## src/skpm_pkg.sv

```systemverilog
// Shared definitions for the sorted keyword prefix matcher.
// Holds parameter defaults, register indexes and result status codes; no dependencies.
`default_nettype none

package skpm_pkg;

	localparam int NUM_ENTRIES_DEF    = 8;
	localparam int MAX_KEY_LEN_DEF    = 16;
	localparam int NUM_SEPARATORS_DEF = 4;

	// Number of separator registers on the configuration port.
	localparam int SEP_REGS = 4;

	localparam logic [7:0] SEP_A_RESET = 8'd32;

	typedef enum logic [2:0] {
		REG_ENTRY_COUNT = 3'd0,
		REG_SEPARATOR_A = 3'd1,
		REG_SEPARATOR_B = 3'd2,
		REG_SEPARATOR_C = 3'd3,
		REG_SEPARATOR_D = 3'd4
	} reg_index_t;

	typedef enum logic [2:0] {
		ST_CONTINUE    = 3'd0,
		ST_MATCHED     = 3'd1,
		ST_NOT_IN_LIST = 3'd2,
		ST_STRING_END  = 3'd3,
		ST_IGNORED     = 3'd4
	} status_t;

endpackage

`default_nettype wire

```

## src/sorted_keyword_prefix_matcher_unit.sv

```systemverilog
// Sorted keyword prefix matcher: top level with sequencer, window registers and config port.
// Depends on skpm_pkg and skpm_kwmem.
//
// A load item (mode 0) writes one keyword character into the table and gives no result.
// A match item (mode 1) yields exactly one result. Ignored items and string ends go
// straight to the response state and from there to the output register. Other characters
// scan the current keyword window one table entry per cycle through the single table read
// port; the scan covers at most NUM_ENTRIES entries and stops early when the window closes,
// a separator matches or the window is empty. A stalled output holds the result back.
// The input is not ready while a match item is at work. Configuration writes are accepted
// in every cycle.
`default_nettype none

module sorted_keyword_prefix_matcher_unit #(
	parameter int NUM_ENTRIES    = skpm_pkg::NUM_ENTRIES_DEF,
	parameter int MAX_KEY_LEN    = skpm_pkg::MAX_KEY_LEN_DEF,
	parameter int NUM_SEPARATORS = skpm_pkg::NUM_SEPARATORS_DEF
) (
	input  wire logic       clk,
	input  wire logic       arst_n,
	input  wire logic       in_valid,
	output logic            in_ready,
	input  wire logic       mode,
	input  wire logic       start_req,
	input  wire logic [7:0] char_in,
	input  wire logic [2:0] entry,
	input  wire logic [3:0] offset,
	output logic            out_valid,
	input  wire logic       out_ready,
	output logic      [2:0] status,
	output logic      [2:0] match_index,
	input  wire logic       cfg_valid,
	output logic            cfg_ready,
	input  wire logic [2:0] cfg_index,
	input  wire logic [7:0] cfg_data
);

	localparam int DEPTH = NUM_ENTRIES * MAX_KEY_LEN;
	localparam int AW    = $clog2(DEPTH);
	localparam int EW    = $clog2(NUM_ENTRIES + 1);
	localparam int PW    = $clog2(MAX_KEY_LEN + 1);
	localparam int NSEP  = (NUM_SEPARATORS < skpm_pkg::SEP_REGS) ?
		NUM_SEPARATORS : skpm_pkg::SEP_REGS;

	typedef enum logic [1:0] {
		S_IDLE,
		S_SCAN,
		S_RESP
	} state_t;

	state_t             state_q;
	logic [3:0]         entry_count_q;
	logic [7:0]         sep_q [skpm_pkg::SEP_REGS];
	logic [EW-1:0]      wf_q;
	logic [EW-1:0]      wl_q;
	logic [PW-1:0]      pos_q;
	logic               fin_q;
	logic [EW-1:0]      w_q;
	logic [EW-1:0]      cmp_w_q;
	logic               rd_pend_q;
	logic               found_q;
	logic               is_sep_q;
	logic [7:0]         want_q;
	skpm_pkg::status_t  res_status_q;
	logic [2:0]         res_idx_q;
	logic               out_valid_q;
	skpm_pkg::status_t  status_q;
	logic [2:0]         match_index_q;

	logic               in_xfer;
	logic               cfg_xfer;
	logic               is_sep;
	logic [EW-1:0]      count_sat;
	logic               mem_wr_en;
	logic [AW-1:0]      mem_wr_addr;
	logic               mem_rd_en;
	logic [AW-1:0]      mem_rd_addr;
	logic [7:0]         mem_rd_data;
	logic [7:0]         data_eff;
	logic               hit;
	logic               brk_match;
	logic               brk_close;
	logic               scan_end;
	logic [PW-1:0]      pos_inc;
	logic               resp_load;

	assign in_ready    = (state_q == S_IDLE);
	assign cfg_ready   = 1'b1;
	assign in_xfer     = in_valid && in_ready;
	assign cfg_xfer    = cfg_valid && cfg_ready;
	assign out_valid   = out_valid_q;
	assign status      = status_q;
	assign match_index = match_index_q;
	assign resp_load   = (state_q == S_RESP) && (!out_valid_q || out_ready);

	always_comb begin
		is_sep = 1'b0;
		for (int i = 0; i < NSEP; i++) begin
			if (sep_q[i] != 8'd0 && sep_q[i] == char_in) begin
				is_sep = 1'b1;
			end
		end
	end

	assign count_sat = (32'(entry_count_q) > NUM_ENTRIES) ?
		EW'(NUM_ENTRIES) : EW'(entry_count_q);

	assign mem_wr_en   = in_xfer && !mode && (32'(entry) < NUM_ENTRIES) &&
		(32'(offset) < MAX_KEY_LEN);
	assign mem_wr_addr = AW'(32'(entry) * MAX_KEY_LEN + 32'(offset));

	// Positions at or past the key length read as NUL, so the address is held in range.
	always_comb begin
		if (32'(pos_q) >= MAX_KEY_LEN) begin
			mem_rd_addr = AW'(32'(w_q) * MAX_KEY_LEN);
			data_eff    = 8'd0;
		end else begin
			mem_rd_addr = AW'(32'(w_q) * MAX_KEY_LEN + 32'(pos_q));
			data_eff    = mem_rd_data;
		end
	end

	assign hit       = rd_pend_q && (data_eff == want_q);
	assign brk_match = hit && is_sep_q;
	assign brk_close = rd_pend_q && !hit && found_q;
	assign mem_rd_en = (state_q == S_SCAN) && !brk_match && !brk_close && (w_q < wl_q);
	assign scan_end  = (state_q == S_SCAN) && !rd_pend_q && (w_q >= wl_q);
	assign pos_inc   = (32'(pos_q) < MAX_KEY_LEN) ? pos_q + PW'(1) : pos_q;

	skpm_kwmem #(
		.DEPTH (DEPTH),
		.AW    (AW)
	) u_kwmem (
		.clk     (clk),
		.wr_en   (mem_wr_en),
		.wr_addr (mem_wr_addr),
		.wr_data (char_in),
		.rd_en   (mem_rd_en),
		.rd_addr (mem_rd_addr),
		.rd_data (mem_rd_data)
	);

	always_ff @(posedge clk or negedge arst_n) begin
		if (!arst_n) begin
			entry_count_q <= '0;
			sep_q[0]      <= skpm_pkg::SEP_A_RESET;
			for (int i = 1; i < skpm_pkg::SEP_REGS; i++) begin
				sep_q[i] <= 8'd0;
			end
		end else if (cfg_xfer) begin
			case (cfg_index)
				skpm_pkg::REG_ENTRY_COUNT: entry_count_q <= cfg_data[3:0];
				skpm_pkg::REG_SEPARATOR_A: sep_q[0] <= cfg_data;
				skpm_pkg::REG_SEPARATOR_B: sep_q[1] <= cfg_data;
				skpm_pkg::REG_SEPARATOR_C: sep_q[2] <= cfg_data;
				skpm_pkg::REG_SEPARATOR_D: sep_q[3] <= cfg_data;
				default: ;
			endcase
		end
	end

	always_ff @(posedge clk or negedge arst_n) begin
		if (!arst_n) begin
			state_q       <= S_IDLE;
			wf_q          <= '0;
			wl_q          <= '0;
			pos_q         <= '0;
			fin_q         <= 1'b1;
			w_q           <= '0;
			cmp_w_q       <= '0;
			rd_pend_q     <= 1'b0;
			found_q       <= 1'b0;
			is_sep_q      <= 1'b0;
			want_q        <= 8'd0;
			res_status_q  <= skpm_pkg::ST_CONTINUE;
			res_idx_q     <= 3'd0;
			out_valid_q   <= 1'b0;
			status_q      <= skpm_pkg::ST_CONTINUE;
			match_index_q <= 3'd0;
		end else begin
			if (resp_load) begin
				out_valid_q <= 1'b1;
			end else if (out_ready) begin
				out_valid_q <= 1'b0;
			end
			case (state_q)
				S_IDLE: begin
					if (in_xfer && mode) begin
						res_idx_q <= 3'd0;
						if (start_req) begin
							wf_q  <= '0;
							wl_q  <= count_sat;
							pos_q <= '0;
						end
						if (fin_q && !start_req) begin
							res_status_q <= skpm_pkg::ST_IGNORED;
							state_q      <= S_RESP;
						end else if (char_in == 8'd0) begin
							res_status_q <= skpm_pkg::ST_STRING_END;
							fin_q        <= 1'b1;
							state_q      <= S_RESP;
						end else begin
							fin_q     <= 1'b0;
							is_sep_q  <= is_sep;
							want_q    <= is_sep ? 8'd0 : char_in;
							w_q       <= start_req ? '0 : wf_q;
							found_q   <= 1'b0;
							rd_pend_q <= 1'b0;
							state_q   <= S_SCAN;
						end
					end
				end
				S_SCAN: begin
					rd_pend_q <= mem_rd_en;
					if (mem_rd_en) begin
						cmp_w_q <= w_q;
						w_q     <= w_q + EW'(1);
					end
					// The first hit of a letter moves the window start; a later miss closes it.
					if (hit && !is_sep_q && !found_q) begin
						wf_q    <= cmp_w_q;
						found_q <= 1'b1;
					end
					if (brk_match) begin
						res_status_q <= skpm_pkg::ST_MATCHED;
						res_idx_q    <= 3'(cmp_w_q);
						fin_q        <= 1'b1;
						state_q      <= S_RESP;
					end else if (brk_close) begin
						wl_q         <= cmp_w_q;
						res_status_q <= skpm_pkg::ST_CONTINUE;
						pos_q        <= pos_inc;
						state_q      <= S_RESP;
					end else if (scan_end) begin
						if (found_q) begin
							res_status_q <= skpm_pkg::ST_CONTINUE;
							pos_q        <= pos_inc;
						end else begin
							res_status_q <= skpm_pkg::ST_NOT_IN_LIST;
							fin_q        <= 1'b1;
						end
						state_q <= S_RESP;
					end
				end
				S_RESP: begin
					if (resp_load) begin
						status_q      <= res_status_q;
						match_index_q <= res_idx_q;
						state_q       <= S_IDLE;
					end
				end
				default: state_q <= S_IDLE;
			endcase
		end
	end

	a_window_order: assert property (@(posedge clk) disable iff (!arst_n)
		wf_q <= wl_q)
		else $error("window start passed window end");

	a_pos_bound: assert property (@(posedge clk) disable iff (!arst_n)
		32'(pos_q) <= MAX_KEY_LEN)
		else $error("character position beyond key length");

	a_match_busy: assert property (@(posedge clk) disable iff (!arst_n)
		(in_valid && in_ready && mode) |=> !in_ready)
		else $error("input ready right after a match transfer");

	a_scan_window: assert property (@(posedge clk) disable iff (!arst_n)
		rd_pend_q |-> (cmp_w_q < wl_q))
		else $error("compared entry outside the window");

endmodule

`default_nettype wire

```

## src/skpm_kwmem.sv

```systemverilog
// Keyword table storage: one write port and one read port with registered read data.
// Standalone; used by sorted_keyword_prefix_matcher_unit.
`default_nettype none

module skpm_kwmem #(
	parameter int DEPTH = 128,
	parameter int AW    = 7
) (
	input  wire logic          clk,
	input  wire logic          wr_en,
	input  wire logic [AW-1:0] wr_addr,
	input  wire logic [7:0]    wr_data,
	input  wire logic          rd_en,
	input  wire logic [AW-1:0] rd_addr,
	output logic      [7:0]    rd_data
);

	logic [7:0] mem_q [DEPTH];

	always_ff @(posedge clk) begin
		if (wr_en) begin
			mem_q[wr_addr] <= wr_data;
		end
		if (rd_en) begin
			rd_data <= mem_q[rd_addr];
		end
	end

endmodule

`default_nettype wire
```

## config.mk

```make
export PLATFORM = sky130hd
export DESIGN_NAME = sorted_keyword_prefix_matcher_unit
export DESIGN_NICKNAME = d
export VERILOG_FILES = /design/src/skpm_pkg.sv /design/src/sorted_keyword_prefix_matcher_unit.sv /design/src/skpm_kwmem.sv
export SDC_FILE = /design/constraint.sdc
export NUM_CORES = 2
export LEC_CHECK = 0
export ABC_AREA = 0
export CORE_MARGIN = 2
export CORE_UTILIZATION = 24
export CTS_CLUSTER_SIZE = 30
export DETAILED_ROUTE_END_ITERATION = 8
export DONT_BUFFER_PORTS = 1
export HOLD_SLACK_MARGIN = 0.06
export PLACE_DENSITY = 0.47
export SYNTH_ARGS = -nofsm -noshare
export SYNTH_HDL_FRONTEND = slang
export SYNTH_HIERARCHICAL = 1
export SYNTH_SLANG_ARGS = --single-unit
```

## constraint.sdc

```tcl
create_clock -name clk -period 7.4 [get_ports clk]
set_input_delay 0.37 -clock clk [delete_from_list [all_inputs] [get_ports clk]]
set_output_delay 0.37 -clock clk [all_outputs]
set_load 0.05 [all_outputs]
```

## Word-level counts from Yosys, hierarchy flattened

Memory sizes are Yosys's and may differ from the RTL's. A register that Yosys moved wholly into a read port is not among the register bits.
Index checks and enable logic that the tools add are counted.

- Logic and storage cells: 185
- Output and inout port bits: 9
- Memories kept: 1
- Memory bits (writable): 1,024
- Flip-flop bits (word level): 84

Memory list:

| name | words | bits a word | read ports | clocked after memory_dff | wr ports | RTL line | RTL |
|---|---|---|---|---|---|---|---|
| u_kwmem.mem_q | 128 | 8 | 1 | 1 | 1 | skpm_kwmem.sv:18 | `logic [7:0] mem_q [DEPTH];` |

- Mux-type cells: 67
- Bitwise operators: 2
- Reduce and logical (&&, ||, !) cells: 57
- Eq/ne operators: 28
- Magnitude comparators: 5
- $add $sub $neg: 4

Operator list:

| operator | count |
|---|---|
| 2-to-1 mux 4 bit | 12 |
| == test 8 bit | 5 |
| 2-to-1 mux 5 bit | 7 |
| nonzero test 8 bit | 4 |
| 2-to-1 mux 3 bit | 8 |
| one-hot mux 4 bit (2 select lines) | 3 |
| logical AND 1 bit | 20 |
| 2-to-1 mux 1 bit | 19 |
| 2-to-1 mux 2 bit | 8 |
| 2-to-1 mux 8 bit | 2 |
| inequality test 3 bit (second input constant) | 5 |
| AND reduction 5 bit | 3 |
| inequality test 2 bit (second input constant) | 7 |
| AND reduction 2 bit | 7 |
| one-hot mux 3 bit (2 select lines) | 2 |
| AND reduction 4 bit | 3 |
| AND reduction 6 bit | 2 |
| one-hot mux 5 bit (2 select lines) | 1 |
| logical NOT 1 bit | 9 |
| AND reduction 3 bit | 3 |
| logical NOT 8 bit | 1 |
| adder 7 x 4 -> 7 bit | 1 |
| adder 7 x 5 -> 7 bit | 1 |
| 2-to-1 mux 7 bit | 1 |
| 22 further kinds | 29 |

## Depth between registers and ports, before layout

- Depth in word-level cells: 12
- Mapped depth: 10

## Cells and area by module

The synthesis kept the hierarchy.

By module, submodules not included:

| module | cells each | seq. area each (sq um) | instances | area an instance (sq um) |
|---|---|---|---|---|
| skpm_kwmem | 1,635 | 30,989.7 | 1 | 39,745.6 |
| sorted_keyword_prefix_matcher_unit | 435 | 2,104.5 | 1 | 4,533.1 |

## Least setup slack after synthesis

No wires, ideal clock.

- Path kind: reg-to-reg
- Start point: reg pos_q[4]
- End point: reg u_kwmem.rd_data[0], read port of u_kwmem.mem_q, data pin
- Data arrival time: 3,142 ps
- Slack: 3,998 ps
- Stages on the path, launching flop included: 10
- Clock period less this slack: 3,402 ps
- Data required time: 7,140 ps
- Cells stage by stage: dfrtp_1 buf_6 clkbuf_8 nor2_1 clkbuf_1 buf_1 mux4_2 mux4_2 mux4_2 mux2_2

- Elaborated cells between the ends (all ways): 15

RTL lines:

| element | RTL line | RTL |
|---|---|---|
| start: declaration | sorted_keyword_prefix_matcher_unit.sv:56 | `logic [PW-1:0] pos_q;` |
| start signal: assignment | sorted_keyword_prefix_matcher_unit.sv:232 | `pos_q <= pos_inc;` |
| start signal: assignment | sorted_keyword_prefix_matcher_unit.sv:237 | `pos_q <= pos_inc;` |
| greater-or-equal comparator 5 bit | sorted_keyword_prefix_matcher_unit.sv:114 | `if (32'(pos_q) >= MAX_KEY_LEN) begin` |
| 2-to-1 mux 7 bit | sorted_keyword_prefix_matcher_unit.sv:114 |  |
| via mem_rd_addr[0] | sorted_keyword_prefix_matcher_unit.sv:77 | `logic [AW-1:0] mem_rd_addr;` |
| end: declaration | skpm_kwmem.sv:15 | `output logic [7:0] rd_data` |

The timed path passes the listed nets, and every way through them passes these cells.
A chain may end at the register's enable or synchronous reset.

## Worst setup path in the final report

- Start point: reg pos_q[4]
- End point: reg u_kwmem.rd_data[6], read port of u_kwmem.mem_q, data pin

The elaborated chain is that of the path after synthesis.

==> out/qor.txt <==
=================================================================================================================
Status                                                                                                  completed
Sum of net half-perimeters after detailed placement                                                       65.7 mm
Width of the die                                                                                           434 µm
Fmax                                                                                                      214 MHz
Reg-to-reg setup timing slack                                                                             2.72 ns
Utilization of the core after routing                                                                       0.281
Number of vias per cell after detailed routing                                                               4.52
Total GRT Usage                                                                                             0.123
Worst Hold Depth                                                                                                1
Inserted Clock Buffers                                                                                        118
Pwr Density                                                                                            309 mW/mm²
Leading cell types in the layout, fill and taps excluded                                             sky130_fd_sc_hd__edfxtp_1, sky130_fd_sc_hd__mux4_2, sky130_fd_sc_hd__nor2_1
Pin count of the biggest net entering global routing                                                          130
Final TNS setup                                                                                              0 ns
Max-slew violations                                                                                             0
Core footprint                                                                                          0.183 mm²
Slowest library cell on the worst path                                                               sky130_fd_sc_hd__nor2b_4
Hold EP                                                                                              u_kwmem/mem_q[85][1]$_DFFE_PP_
Synth Flop Type                                                                                      sky130_fd_sc_hd__edfxtp_1
Number of nets in the layout                                                                                 2182
Multi-input gate area in the final layout                                                              0.0107 mm²
Share of async-settable or async-resettable flops after synthesis                                          0.0753
Startpoint kind of the worst setup timing path                                                           register
Most repeated library cell on the critical path                                                      sky130_fd_sc_hd__mux4_2
Worst-path fanout max                                                                                         122
Multiplexer share of the synthesized area                                                                   0.187
Delay of the slowest cell on the worst path                                                               1.04 ns
Leakage                                                                                                   15.4 nW
Sum of overflow across all layers after global routing                                                          0
Quantity of I/O buffers inserted on ports                                                                       0
Std cell rows                                                                                                 157
Synthesized netlist net count                                                                                2112
Worst slew slack as a fraction of its limit                                                                0.0595
Number of violations reported at the end of detailed-routing iteration 0                                     2043
R2R cell count                                                                                                  6
FF-to-FF End                                                                                         u_kwmem/rd_data[6]$_DFFE_PP_
Global-route wire length before repair                                                                     165 mm
Most common cell after layout, fill and taps aside                                                   sky130_fd_sc_hd__edfxtp_1
Slew @ Worst Pin                                                                                          1.41 ns
Buffer depth of the longest clock path                                                                          3
Post-Synth Simple-Gate Area                                                                                0.0341
Vias                                                                                                        21300
Antenna violations before repair                                                                               11
Sequential-to-total area share from yosys stat                                                              0.747
Number of synthesized flops with an enable pin                                                               1032
Maximum vdd ir drop                                                                                    0.000252 V
Kind of cell adding the most delay to the critical path                                              multiplexers
Distinct cell type count after synthesis                                                                       60
H-tree level count                                                                                              3
Remaining DRCs                                                                                                  0
Worst hold slack                                                                                         0.139 ns
Clock Latency Late Sink                                                                                   0.72 ns
Combinational family with the most area after synthesis                                              multiplexers
Area of the die                                                                                         0.188 mm²
Area growth syn-to-layout                                                                                   16.3%
Synthesized cell area                                                                                  0.0443 mm²
Number of hold-slack violations in the final timing report                                                      0
Yosys synthesis warning count                                                                                   6
Initial Utilization                                                                                         0.242
Beginning of the worst hold path                                                                       char_in[1]
Worst setup path class                                                                               register to register
#FFs+latches synth                                                                                           1116
Clock tree from TritonCTS                                                                                   built
Number of buffers and inverters on the critical path                                                            1
Post-CTS resize count                                                                                           0
Critical path capture point type                                                                         register
Class of the tightest hold or removal check                                                          input pin to register
Number of global-route vias before repair                                                                   22000
CP required                                                                                               7.85 ns
Crit path cell chain                                                                                 nor2b_4, buf_12, mux4_2, mux4_2, mux4_2, mux2_2
Gpl congestion                                                                                              0.762
Sequential cell area in the final layout                                                               0.0331 mm²
Clock sinks                                                                                                  1116
Antenna-violating nets left                                                                                     0
Setup clock skew after layout                                                                           0.0360 ns
Avg Inst Size Synth                                                                                      21.4 µm²
Fin crit period                                                                                           4.68 ns
Period utilization                                                                                          0.633
# fillers                                                                                                   17900
Reg-to-Reg Start                                                                                     pos_q[4]$_DFFE_PN0P_
Max-capacitance violation count                                                                                 0
Final-report setup violation count                                                                              0
Number of top-level pins                                                                                       42
Critical Path AT                                                                                          5.13 ns
Final wirelength                                                                                           116 mm
Fraction of final layout cells sized beyond drive strength 1                                                0.276
Root buffer cell                                                                                     sky130_fd_sc_hd__clkbuf_16
Area fraction in compound gates after synthesis                                                           0.00927
Xor-xnor portion of the synthesized cell area                                                             0.00673
Number of iterations in the first detailed-routing pass                                                         5
Die span in y                                                                                              434 µm
Routed length per instance                                                                                24.6 µm
Clock-pin slew of the registers on the worst-case setup and hold paths                                    0.06 ns
Gate Count Post-Synth                                                                                        2070
Arithmetic-cell share of the synthesized area counting full adders, half adders and majority gates        0.00254
Setup repair after global routing missed its margin                                                         false
=================================================================================================================
sequential cells by signal (all words and copies together), names as in the netlist, 5 cells and up:
name             flops
u_kwmem/rd_data      8
sep_q               32
want_q               8
u_kwmem/mem_q     1024
pos_q                5
kinds of logic (layout without fill, tap and decap cells):
family / Yosys count / count (layout)
DFF: 1116 / 1116
muxes: 400 / 400
and+or+nand+nor: 323 / 323
buffers and inverters: 126 / 299
AOI/OAI and AO/OA: 61 / 61
xor gates and xnor gates: 34 / 34
adders and majority gates: 9 / 9
other: 1 / 5
what timing repair did:
action                     CTS  global route
hold endpoints to repair  1238             0
hold buffers                33             0
setup buffers                0             0
cells in the mapped netlist (4+ instances only):
cell type,number,share of area
sky130_fd_sc_hd__mux2i_1,9,0.0020
sky130_fd_sc_hd__a21o_1,4,0.00068
sky130_fd_sc_hd__nand3b_1,4,0.00068
sky130_fd_sc_hd__a21oi_1,9,0.0010
sky130_fd_sc_hd__buf_1,19,0.0016
sky130_fd_sc_hd__nor2b_1,10,0.0014
sky130_fd_sc_hd__o21ai_0,20,0.0023
sky130_fd_sc_hd__nand3_1,27,0.0031
sky130_fd_sc_hd__nor3_1,19,0.0021
sky130_fd_sc_hd__nor2_1,147,0.012
sky130_fd_sc_hd__inv_1,16,0.0014
sky130_fd_sc_hd__ha_1,9,0.0025
sky130_fd_sc_hd__buf_4,12,0.0020
sky130_fd_sc_hd__nand2_1,59,0.0050
sky130_fd_sc_hd__dfrtp_1,82,0.046
sky130_fd_sc_hd__xor2_1,26,0.0051
sky130_fd_sc_hd__edfxtp_1,1032,0.70
sky130_fd_sc_hd__clkbuf_1,60,0.0051
sky130_fd_sc_hd__buf_2,15,0.0017
sky130_fd_sc_hd__nand2b_1,14,0.0020
sky130_fd_sc_hd__mux2_2,55,0.014
sky130_fd_sc_hd__nand4_1,6,0.00085
sky130_fd_sc_hd__xnor2_1,8,0.0016
sky130_fd_sc_hd__nor4_1,8,0.0011
sky130_fd_sc_hd__mux4_2,336,0.17
through the flow:
stage / power, mW / std cells / area, µm² / setup WS [ns]
detailed placement: 10.2 / 4451 / 47200 / 2.75
finish: 15.9 / 4711 / 51500 / 2.72
CTS: 16.1 / 4707 / 51500 / 2.73
floorplan: 9.27 / 2070 / 44300 / 4.00
global placement: 10.2 / 4451 / 47200 / 2.79
global route: 16.5 / 4708 / 51500 / 2.60
power by group:
group	switching, mW	internal [mW]	total (mW)
sequential	0.197	7.06	7.26
clock	2.45	3.32	5.77
combinational	1.57	1.33	2.90
total	4.21	11.7	15.9
metal layers:
layer,vias up,global-route usage,share of wire
met5,-,0,0
met3,177,0.0265,0.068
li1,8749,-,-
met2,758,0.197,0.48
met4,0,0.0321,0.022
met1,11600,0.168,0.43
worst max-delay path by stage:
stage	from	to	slack, ns	cells after the start
after floorplan	pos_q[4]$_DFFE_PN0P_	u_kwmem/rd_data[0]$_DFFE_PP_	4.00	9
after global placement	pos_q[4]$_DFFE_PN0P_	u_kwmem/rd_data[6]$_DFFE_PP_	2.79	6
after detailed placement	pos_q[4]$_DFFE_PN0P_	u_kwmem/rd_data[2]$_DFFE_PP_	2.75	6
after CTS	pos_q[4]$_DFFE_PN0P_	u_kwmem/rd_data[2]$_DFFE_PP_	2.73	6
after global routing	pos_q[4]$_DFFE_PN0P_	u_kwmem/rd_data[2]$_DFFE_PP_	2.60	6
final	pos_q[4]$_DFFE_PN0P_	u_kwmem/rd_data[6]$_DFFE_PP_	2.72	6
final cells by class:
| cell class | instances | share of cell area |
|---|---|---|
| Clock buffer | 149 | 0.0604 |
| Antenna cell | 4 | 0.000194 |
| Tap cell | 2464 | 0.0599 |
| Multi-Input combinational cell | 828 | 0.208 |
| Clock inverter | 74 | 0.0130 |
| Inverter | 16 | 0.00117 |
| Timing Repair Buffer | 60 | 0.0146 |
| Sequential cell | 1116 | 0.643 |
worst register-to-register path, stage by stage (launching register included):
cell,delay (ns)
sky130_fd_sc_hd__dfrtp_1,0.67
sky130_fd_sc_hd__nor2b_4,1.04
sky130_fd_sc_hd__buf_12,0.73
sky130_fd_sc_hd__mux4_2,0.51
sky130_fd_sc_hd__mux4_2,0.52
sky130_fd_sc_hd__mux4_2,0.62
sky130_fd_sc_hd__mux2_2,0.32
(Power assumes the default switching activity.)
